## config.mk

```make
export PLATFORM = sky130hd
export DESIGN_NAME = crhm_classify
export DESIGN_NICKNAME = d
export VERILOG_FILES = /design/src/design/crhm_pkg.sv /design/src/design/crhm_classify.sv
export SDC_FILE = /design/constraint.sdc
export NUM_CORES = 1
export LEC_CHECK = 0
export BUFFER_PORTS_ARGS = -buffer_cell sky130_fd_sc_hd__buf_2
export CAP_MARGIN = 0
export CORE_MARGIN = 8
export CORE_UTILIZATION = 25
export DETAILED_ROUTE_END_ITERATION = 6
export MAX_ROUTING_LAYER = met4
export PLACE_DENSITY = 0.4
export SLEW_MARGIN = 20
export SYNTH_ARGS = -nofsm -noshare
export SYNTH_HDL_FRONTEND = slang
export SYNTH_SLANG_ARGS = --single-unit
```

## constraint.sdc

```tcl
create_clock -name vclk -period 11.4
set_input_delay 0 -clock vclk [all_inputs]
set_output_delay 0 -clock vclk [all_outputs]
set_load 0.02 [all_outputs]
```

## src/design/crhm_pkg.sv

```systemverilog
// Package with the shared types and constants of the clock rate health monitor.
`timescale 1ns / 1ps

package crhm_pkg;

    localparam int TIME_W   = 32;
    localparam int IN_CNT_W = 32;
    localparam int TARGET_W = 20;
    localparam int MS_W     = 16;
    localparam int BOUND_W  = 22;
    localparam int REG_IDX_W = 3;
    localparam int REG_DATA_W = 20;

    localparam logic CMD_POLL  = 1'b0;
    localparam logic CMD_RESET = 1'b1;

    localparam logic [REG_IDX_W-1:0] REG_CHECK_PERIOD = 3'd0;
    localparam logic [REG_IDX_W-1:0] REG_EVENT_TARGET = 3'd1;
    localparam logic [REG_IDX_W-1:0] REG_OK_MARGIN    = 3'd2;
    localparam logic [REG_IDX_W-1:0] REG_ERR_MARGIN   = 3'd3;
    localparam logic [REG_IDX_W-1:0] REG_WINDOW_MIN   = 3'd4;
    localparam logic [REG_IDX_W-1:0] REG_WINDOW_MAX   = 3'd5;
    localparam logic [REG_IDX_W-1:0] REG_CPU_GOOD     = 3'd6;
    localparam logic [REG_IDX_W-1:0] REG_BUS_GOOD     = 3'd7;

    localparam logic [MS_W-1:0]     RST_CHECK_PERIOD = 16'd1000;
    localparam logic [TARGET_W-1:0] RST_EVENT_TARGET = 20'd1000;
    localparam logic [MS_W-1:0]     RST_OK_MARGIN    = 16'd10;
    localparam logic [MS_W-1:0]     RST_ERR_MARGIN   = 16'd10;
    localparam logic [MS_W-1:0]     RST_WINDOW_MIN   = 16'd900;
    localparam logic [MS_W-1:0]     RST_WINDOW_MAX   = 16'd1100;
    localparam logic                RST_CPU_GOOD     = 1'b0;
    localparam logic                RST_BUS_GOOD     = 1'b1;

    typedef enum logic [1:0] {
        CLS_OK   = 2'd0,
        CLS_WARN = 2'd1,
        CLS_ERR  = 2'd2
    } rate_class_t;

    typedef struct packed {
        logic                command;
        logic [TIME_W-1:0]   now_ms;
        logic [IN_CNT_W-1:0] event_count;
        logic                timer_running;
    } crhm_in_t;

    typedef struct packed {
        logic              healthy;
        logic              window_checked;
        logic [1:0]        rate_class;
        logic              class_changed;
        logic              window_ok;
        logic [TIME_W-1:0] event_delta;
        logic [TIME_W-1:0] elapsed_ms;
    } crhm_out_t;

    typedef struct packed {
        logic [REG_IDX_W-1:0]  index;
        logic [REG_DATA_W-1:0] value;
    } crhm_wr_t;

    typedef struct packed {
        logic [MS_W-1:0]     check_period_ms;
        logic [TARGET_W-1:0] event_target;
        logic [MS_W-1:0]     ok_margin;
        logic [MS_W-1:0]     err_margin;
        logic [MS_W-1:0]     window_min_ms;
        logic [MS_W-1:0]     window_max_ms;
        logic                cpu_clock_good;
        logic                bus_clock_good;
    } crhm_cfg_t;

endpackage

```

## src/design/crhm_classify.sv

```systemverilog
// Event-count delta classifier: ok, warning or error against the target rate.
`timescale 1ns / 1ps

module crhm_classify
    import crhm_pkg::*;
#(
    parameter int COUNT_WIDTH = 32
) (
    input  logic [COUNT_WIDTH-1:0] delta,
    input  crhm_cfg_t              cfg,
    input  logic                   running,
    output rate_class_t            rate_class
);

    localparam int CMPW = (COUNT_WIDTH > BOUND_W) ? COUNT_WIDTH : BOUND_W;

    // True when v lies within margin of center, the lower bound floored at zero.
    function automatic logic near(input logic [CMPW-1:0] v,
                                  input logic [BOUND_W-1:0] center,
                                  input logic [MS_W-1:0] margin);
        logic [BOUND_W-1:0] m;
        logic [BOUND_W-1:0] lo;
        logic [BOUND_W-1:0] hi;
        m  = BOUND_W'(margin);
        lo = (center > m) ? (center - m) : '0;
        hi = center + m;
        return (v >= CMPW'(lo)) && (v <= CMPW'(hi));
    endfunction

    logic [CMPW-1:0]    delta_ext;
    logic [BOUND_W-1:0] center_full;
    logic [BOUND_W-1:0] center_half;
    logic [BOUND_W-1:0] center_double;
    logic               in_ok;
    logic               in_err;

    assign delta_ext     = CMPW'(delta);
    assign center_full   = BOUND_W'(cfg.event_target);
    assign center_half   = BOUND_W'(cfg.event_target >> 1);
    assign center_double = BOUND_W'({cfg.event_target, 1'b0});

    assign in_ok  = near(delta_ext, center_full, cfg.ok_margin);
    assign in_err = near(delta_ext, center_half, cfg.err_margin)
                 || near(delta_ext, center_double, cfg.err_margin);

    always_comb
    begin
        if (!running || in_ok)
        begin
            rate_class = CLS_OK;
        end
        else if (in_err)
        begin
            rate_class = CLS_ERR;
        end
        else
        begin
            rate_class = CLS_WARN;
        end
    end

endmodule

```

## Word level (Yosys, flattened, before mapping)

Cells that the tools add are included.

- Logic and storage cells: 26
- Input port bits: 135
- Output and inout bits: 2
- Register bits after elaboration: 0

- Muxes and demuxes: 5
- $add $sub $neg: 6
- Reductions and logical operators: 6
- Order comparisons: 9

Operators by type and width:

| kind | count |
|---|---|
| >= comparator 32 x 22 -> 1 bit | 3 |
| 2-to-1 mux 22 bit | 3 |
| less-or-equal comparator 32 x 20 -> 1 bit | 1 |
| less-or-equal comparator 32 x 21 -> 1 bit | 1 |
| less-or-equal comparator 32 x 22 -> 1 bit | 1 |
| adder 21 x 16 -> 22 bit | 1 |
| subtractor 21 x 16 -> 22 bit | 1 |
| adder 20 x 16 -> 21 bit | 1 |
| greater-than comparator 21 x 16 -> 1 bit | 1 |
| subtractor 20 x 16 -> 21 bit | 1 |
| adder 19 x 16 -> 20 bit | 1 |
| greater-than comparator 20 x 16 -> 1 bit | 1 |
| subtractor 19 x 16 -> 20 bit | 1 |
| greater-than comparator 19 x 16 -> 1 bit | 1 |
| 2-to-1 mux 2 bit | 2 |
| logical AND 1 bit | 3 |
| logical OR 1 bit | 2 |
| zero test 1 bit | 1 |

## Depth between registers and ports, before layout

- Depth in word-level cells: 7
- Gate-level depth with buffers: 22
- Mapped depth without buffers: 21

## Worst setup path before layout

No wires, ideal clock.

- Kind: in2out
- From: input port cfg[66] (netlist bit)
- To: output port rate_class[0]
- Stages on the path: 20
- Slack: 7442 ps
- Arrival time: 3958 ps
- Path buffers: 0
- Data required time: 11400 ps
- Cells stage by stage: inv_1 -> ha_1 -> inv_1 -> fa_1 -> a21o_1 -> a211oi_1 -> o21ai_0 -> a41o_1 -> a311oi_1 -> o21ai_0 -> xnor2_1 -> nand2_1 -> ha_1 -> nand4_1 -> nor2_1 -> a211oi_1 -> o21ai_0 -> a2111oi_0 -> a211oi_1 -> a211oi_1

- Cells in the longest elaborated chain, start to end: 7
- Elaborated cells between the ends (all ways): 18
- Those cells by class: add/sub: 4; order compare: 6; mux: 4; reduce/logical: 4

Ends and longest elaborated chain:

| item | RTL line | source |
|---|---|---|
| start: declaration | crhm_classify.sv:10 | `input crhm_cfg_t cfg,` |
| subtractor 21 x 16 -> 22 bit or greater-than comparator 21 x 16 -> 1 bit (tied branches) | crhm_classify.sv:25 | `lo = (center > m) ? (center - m) : '0;` |
| 2-to-1 mux 22 bit | crhm_classify.sv:25 |  |
| >= comparator 32 x 22 -> 1 bit | crhm_classify.sv:27 | `return (v >= CMPW'(lo)) && (v <= CMPW'(hi));` |
| logical AND 1 bit | crhm_classify.sv:27 |  |
| logical OR 1 bit | crhm_classify.sv:44 | `\|\| near(delta_ext, center_double, cfg.err_margin);` |
| 2-to-1 mux 2 bit | crhm_classify.sv:52 | `else if (in_err)` |
| 2-to-1 mux 2 bit (*) | crhm_classify.sv:48 | `if (!running \|\| in_ok)` |
| end: declaration | crhm_classify.sv:12 | `output rate_class_t rate_class` |

Every way passes the cells marked *; elsewhere a longest branch is shown, timed or not.

## Worst setup path after layout

- From: input port cfg[68] (netlist bit)
- To: output port rate_class[1]

- Cells in the longest elaborated chain, start to end: 7
- Elaborated cells between the ends (all ways): 25
- Those cells by class: add/sub: 6; order compare: 9; mux: 5; reduce/logical: 5

Ends and longest elaborated chain:

| item | RTL line |
|---|---|
| subtractor 21 x 16 -> 22 bit, or another cell as far along | crhm_classify.sv:25 |
| 2-to-1 mux 22 bit | crhm_classify.sv:25 |
| >= comparator 32 x 22 -> 1 bit | crhm_classify.sv:27 |
| logical AND 1 bit | crhm_classify.sv:27 |
| logical OR 1 bit | crhm_classify.sv:44 |
| 2-to-1 mux 2 bit | crhm_classify.sv:52 |
| 2-to-1 mux 2 bit (*) | crhm_classify.sv:48 |

Marked as above.

==> results.sh <==
export IMPL_most_common_cell_in_the_netlist="sky130_fd_sc_hd__ha_1"
export IMPL_run_status="completed"
export IMPL_measured_slew_at_the_worst_slew_check_pin_ns=0.929
export IMPL_first_global_vias=8317
export IMPL_timing_slew_headroom_pct=37.3
export IMPL_detail_route_iter0_violations=366
export IMPL_antenna_found_initial=0
export IMPL_syn_inst=1132
export IMPL_design_core_area_mm2=0.0325
export IMPL_finalSetupTns_ns=0
export IMPL_worstHoldStart="running"
export IMPL_synth_top_area_cell="sky130_fd_sc_hd__ha_1"
export IMPL_p_int_mw=0.227
export IMPL_layout_area_seq_um2=0
export IMPL_critical_path_required_ns=11.40
export IMPL_yosys_cell_types_count=74
export IMPL_drc_errors=0
export IMPL_dr_pass1_iters=5
export IMPL_yosysWarningCount=0
export IMPL_drv_slew=0
export IMPL_detailed_place_hpwl_mm=25.5
export IMPL_total_leakage_power_nw=4.34
export IMPL_grt_setup_unrepaired="false"
export IMPL_wire_length_of_the_first_global_routing_pass_mm=45.5
export IMPL_place_congestion=0.859
export IMPL_synth_yosys_seq_area_share_pct=0
export IMPL_place_port_buffers=87
export IMPL_worst_ep_arrival_time_ns=5.37
export IMPL_p_switching_mw=0.310
export IMPL_crit_path_cell_trace="buf_2 > ha_1 > o21ai_1 > o21a_1 > o31a_1 > o31ai_4 > a21oi_1 > o21ai_2 > a21o_1 > nand2_1 > ha_1 > and3_1 > nand3_1 > o21ai_0 > nand4_1 > a21oi_1 > o41ai_1 > a2111oi_0 > o2bb2a_1 > buf_2"
export IMPL_layoutNonFillerInstCount=1617
export IMPL_placementRows=66
export IMPL_sequential_cell_total=0
export IMPL_syn2layout_area_growth_pct=9.60
export IMPL_post_drt_via_cell_ratio=4.96
export IMPL_fmaxAchievable_ghz=0.186
export IMPL_sequentialPowerShare_pct=0
export IMPL_power_clock_fraction_pct=0
export IMPL_effective_utilization_at_floorplan_pct=25.3
export IMPL_timing_critical_path_from="cfg[68]"
export IMPL_post_cts_resize_count=0
export IMPL_critPathCaptureType="primary output"
export IMPL_detail_route_wl_per_cell_um=18.0
export IMPL_synth_area_mm2=0.00820
export IMPL_ws_path_type="primary input to primary output"
export IMPL_gr_total_overflow=0
export IMPL_synth_top_area_cells="sky130_fd_sc_hd__ha_1 34%, sky130_fd_sc_hd__xnor2_1 8.1%, sky130_fd_sc_hd__a21oi_1 6.5%"
export IMPL_syn_num_nets=1497
export IMPL_fp_dieH_um=197
export IMPL_insertedDiodeCount=0
export IMPL_hold_class="primary input to primary output"
export IMPL_post_route_cells_drive_above_1_share_pct=9.53
export IMPL_post_cts_setup_buffer_count=0
export IMPL_hold_fix_buffers_cts=0
export IMPL_synth_cells_most_frequent="224 x sky130_fd_sc_hd__ha_1, 107 x sky130_fd_sc_hd__a21oi_1, 91 x sky130_fd_sc_hd__nor2_1"
export IMPL_setup_viol=0
export IMPL_route_vias_total=8015
export IMPL_floorplan_die_width_um=197
export IMPL_groute_usage_overall_pct=14.9
export IMPL_post_route_min_period_ns=5.37
export IMPL_slowest_delay_ns=0.81
export IMPL_clock_buffer_count=0
export IMPL_ir_drop_mv=0.0215
export IMPL_antenna_left=0
export IMPL_layout_worst_path_cycle_share_pct=47.1
export IMPL_finalNetCount=1542
export IMPL_postSynthAreaPerCell_um2=7.25
export IMPL_hold_viol_final=0
export IMPL_crit_path_top_delay_cell="sky130_fd_sc_hd__a2111oi_0"
export IMPL_pin_count_of_the_biggest_net_entering_global_routing=22
export IMPL_p_sw_share_pct=57.7
export IMPL_largest_driver_fanout_on_the_critical_path=21
export IMPL_areal_power_density_over_the_cells_mw_per_mm2=59.8
export IMPL_pwr_share_comb_pct=100.0
export IMPL_synth_top_cell_area_share_pct=34.2
export IMPL_die_area_mm2=0.0389
export IMPL_number_of_max_cap_violations=0
export IMPL_postRouteWirelength_mm=29.1
export IMPL_placed_cells=1617
export IMPL_critical_path_startpoint_type="primary input"
export IMPL_floorplan_io_pins=137
[metrics by stage]
| step | utilization [%] | total power [mW] | setup slack, ns | hold WS, ns | cell area [um^2] |
|---|---|---|---|---|---|
| floorplan | - | 0.394 | 7.44 | 0.298 | 8200 |
| detailed placement | 27.7 | 0.540 | 5.88 | 0.533 | 8990 |
| global placement | 27.7 | 0.539 | 5.89 | 0.520 | 8990 |
| finish | 27.7 | 0.537 | 6.03 | 0.524 | 8990 |
| CTS | 27.7 | 0.543 | 5.87 | 0.534 | 8990 |
| global route | 27.7 | 0.615 | 5.60 | 0.566 | 8990 |
[power groups by stage]
stage | Sequential [mW] | Clock [mW] | Combinational [mW]
2_1_floorplan | 0 | 0 | 0.394
3_3_place_gp | 0 | 0 | 0.539
3_5_place_dp | 0 | 0 | 0.540
4_1_cts | 0 | 0 | 0.543
5_1_grt | 0 | 0 | 0.615
6_report | 0 | 0 | 0.537
[kinds of logic after synthesis]
group                      synth area share, %
AOI/OAI and AO/OA                         28.4
and+or+nand+nor                           19.8
adders and majority gates                 35.6
buffers and inverters                     6.53
xor gates and xnor gates                  9.61
[metal layers]
layer / GRT usage, % / part of all wire, % / vias up
met4: 1.67 / 1.2 / 0
met5: - / 0 / -
li1: - / - / 4196
met1: 19.4 / 48 / 3679
met2: 26.0 / 48 / 126
met3: 0.528 / 2.5 / 14
[final cells by class]
cell class,count,area [um^2]
repair buffers,87,435
inverters,89,334
fillers,3594,23500
well taps,442,553
multi-input cells,999,7670
[critical path: cells and delay by family]
family                   cells  cell delay [ns]
AND/OR/NAND/NOR              4             0.54
AO/OA/AOI/OAI               12             3.66
buffers and inverters        2             0.35
adder cells (fa/ha/maj)      2             0.80
[worst paths after layout]
check | endpoint | slack [ns] | cells after the start
max | rate_class[1] | 6.03 | 20
min | rate_class[0] | 0.52 | 5
[layout by cell type (no fill, tap or decap), types with 9 or more instances in the layout]
| cell | Yosys | layout |
|---|---|---|
| sky130_fd_sc_hd__nor3_1 | 19 | 19 |
| sky130_fd_sc_hd__nand2_1 | 85 | 85 |
| sky130_fd_sc_hd__nor2_1 | 91 | 91 |
| sky130_fd_sc_hd__a211oi_1 | 12 | 12 |
| sky130_fd_sc_hd__o21a_1 | 11 | 11 |
| sky130_fd_sc_hd__xor2_1 | 14 | 14 |
| sky130_fd_sc_hd__nand2b_1 | 14 | 14 |
| sky130_fd_sc_hd__nor4_1 | 9 | 9 |
| sky130_fd_sc_hd__xnor2_1 | 76 | 76 |
| sky130_fd_sc_hd__a21oi_1 | 107 | 107 |
| sky130_fd_sc_hd__o21bai_1 | 19 | 19 |
| sky130_fd_sc_hd__a21o_1 | 56 | 56 |
| sky130_fd_sc_hd__nand4_1 | 27 | 27 |
| sky130_fd_sc_hd__nand3_1 | 26 | 26 |
| sky130_fd_sc_hd__o21ai_0 | 43 | 43 |
| sky130_fd_sc_hd__nor2b_1 | 21 | 21 |
| sky130_fd_sc_hd__or3_1 | 13 | 13 |
| sky130_fd_sc_hd__o31ai_1 | 13 | 13 |
| sky130_fd_sc_hd__ha_1 | 224 | 224 |
| sky130_fd_sc_hd__buf_2 | 14 | 87 |
| sky130_fd_sc_hd__inv_1 | 89 | 89 |
Note: power is estimated with default switching activity, not from simulation.
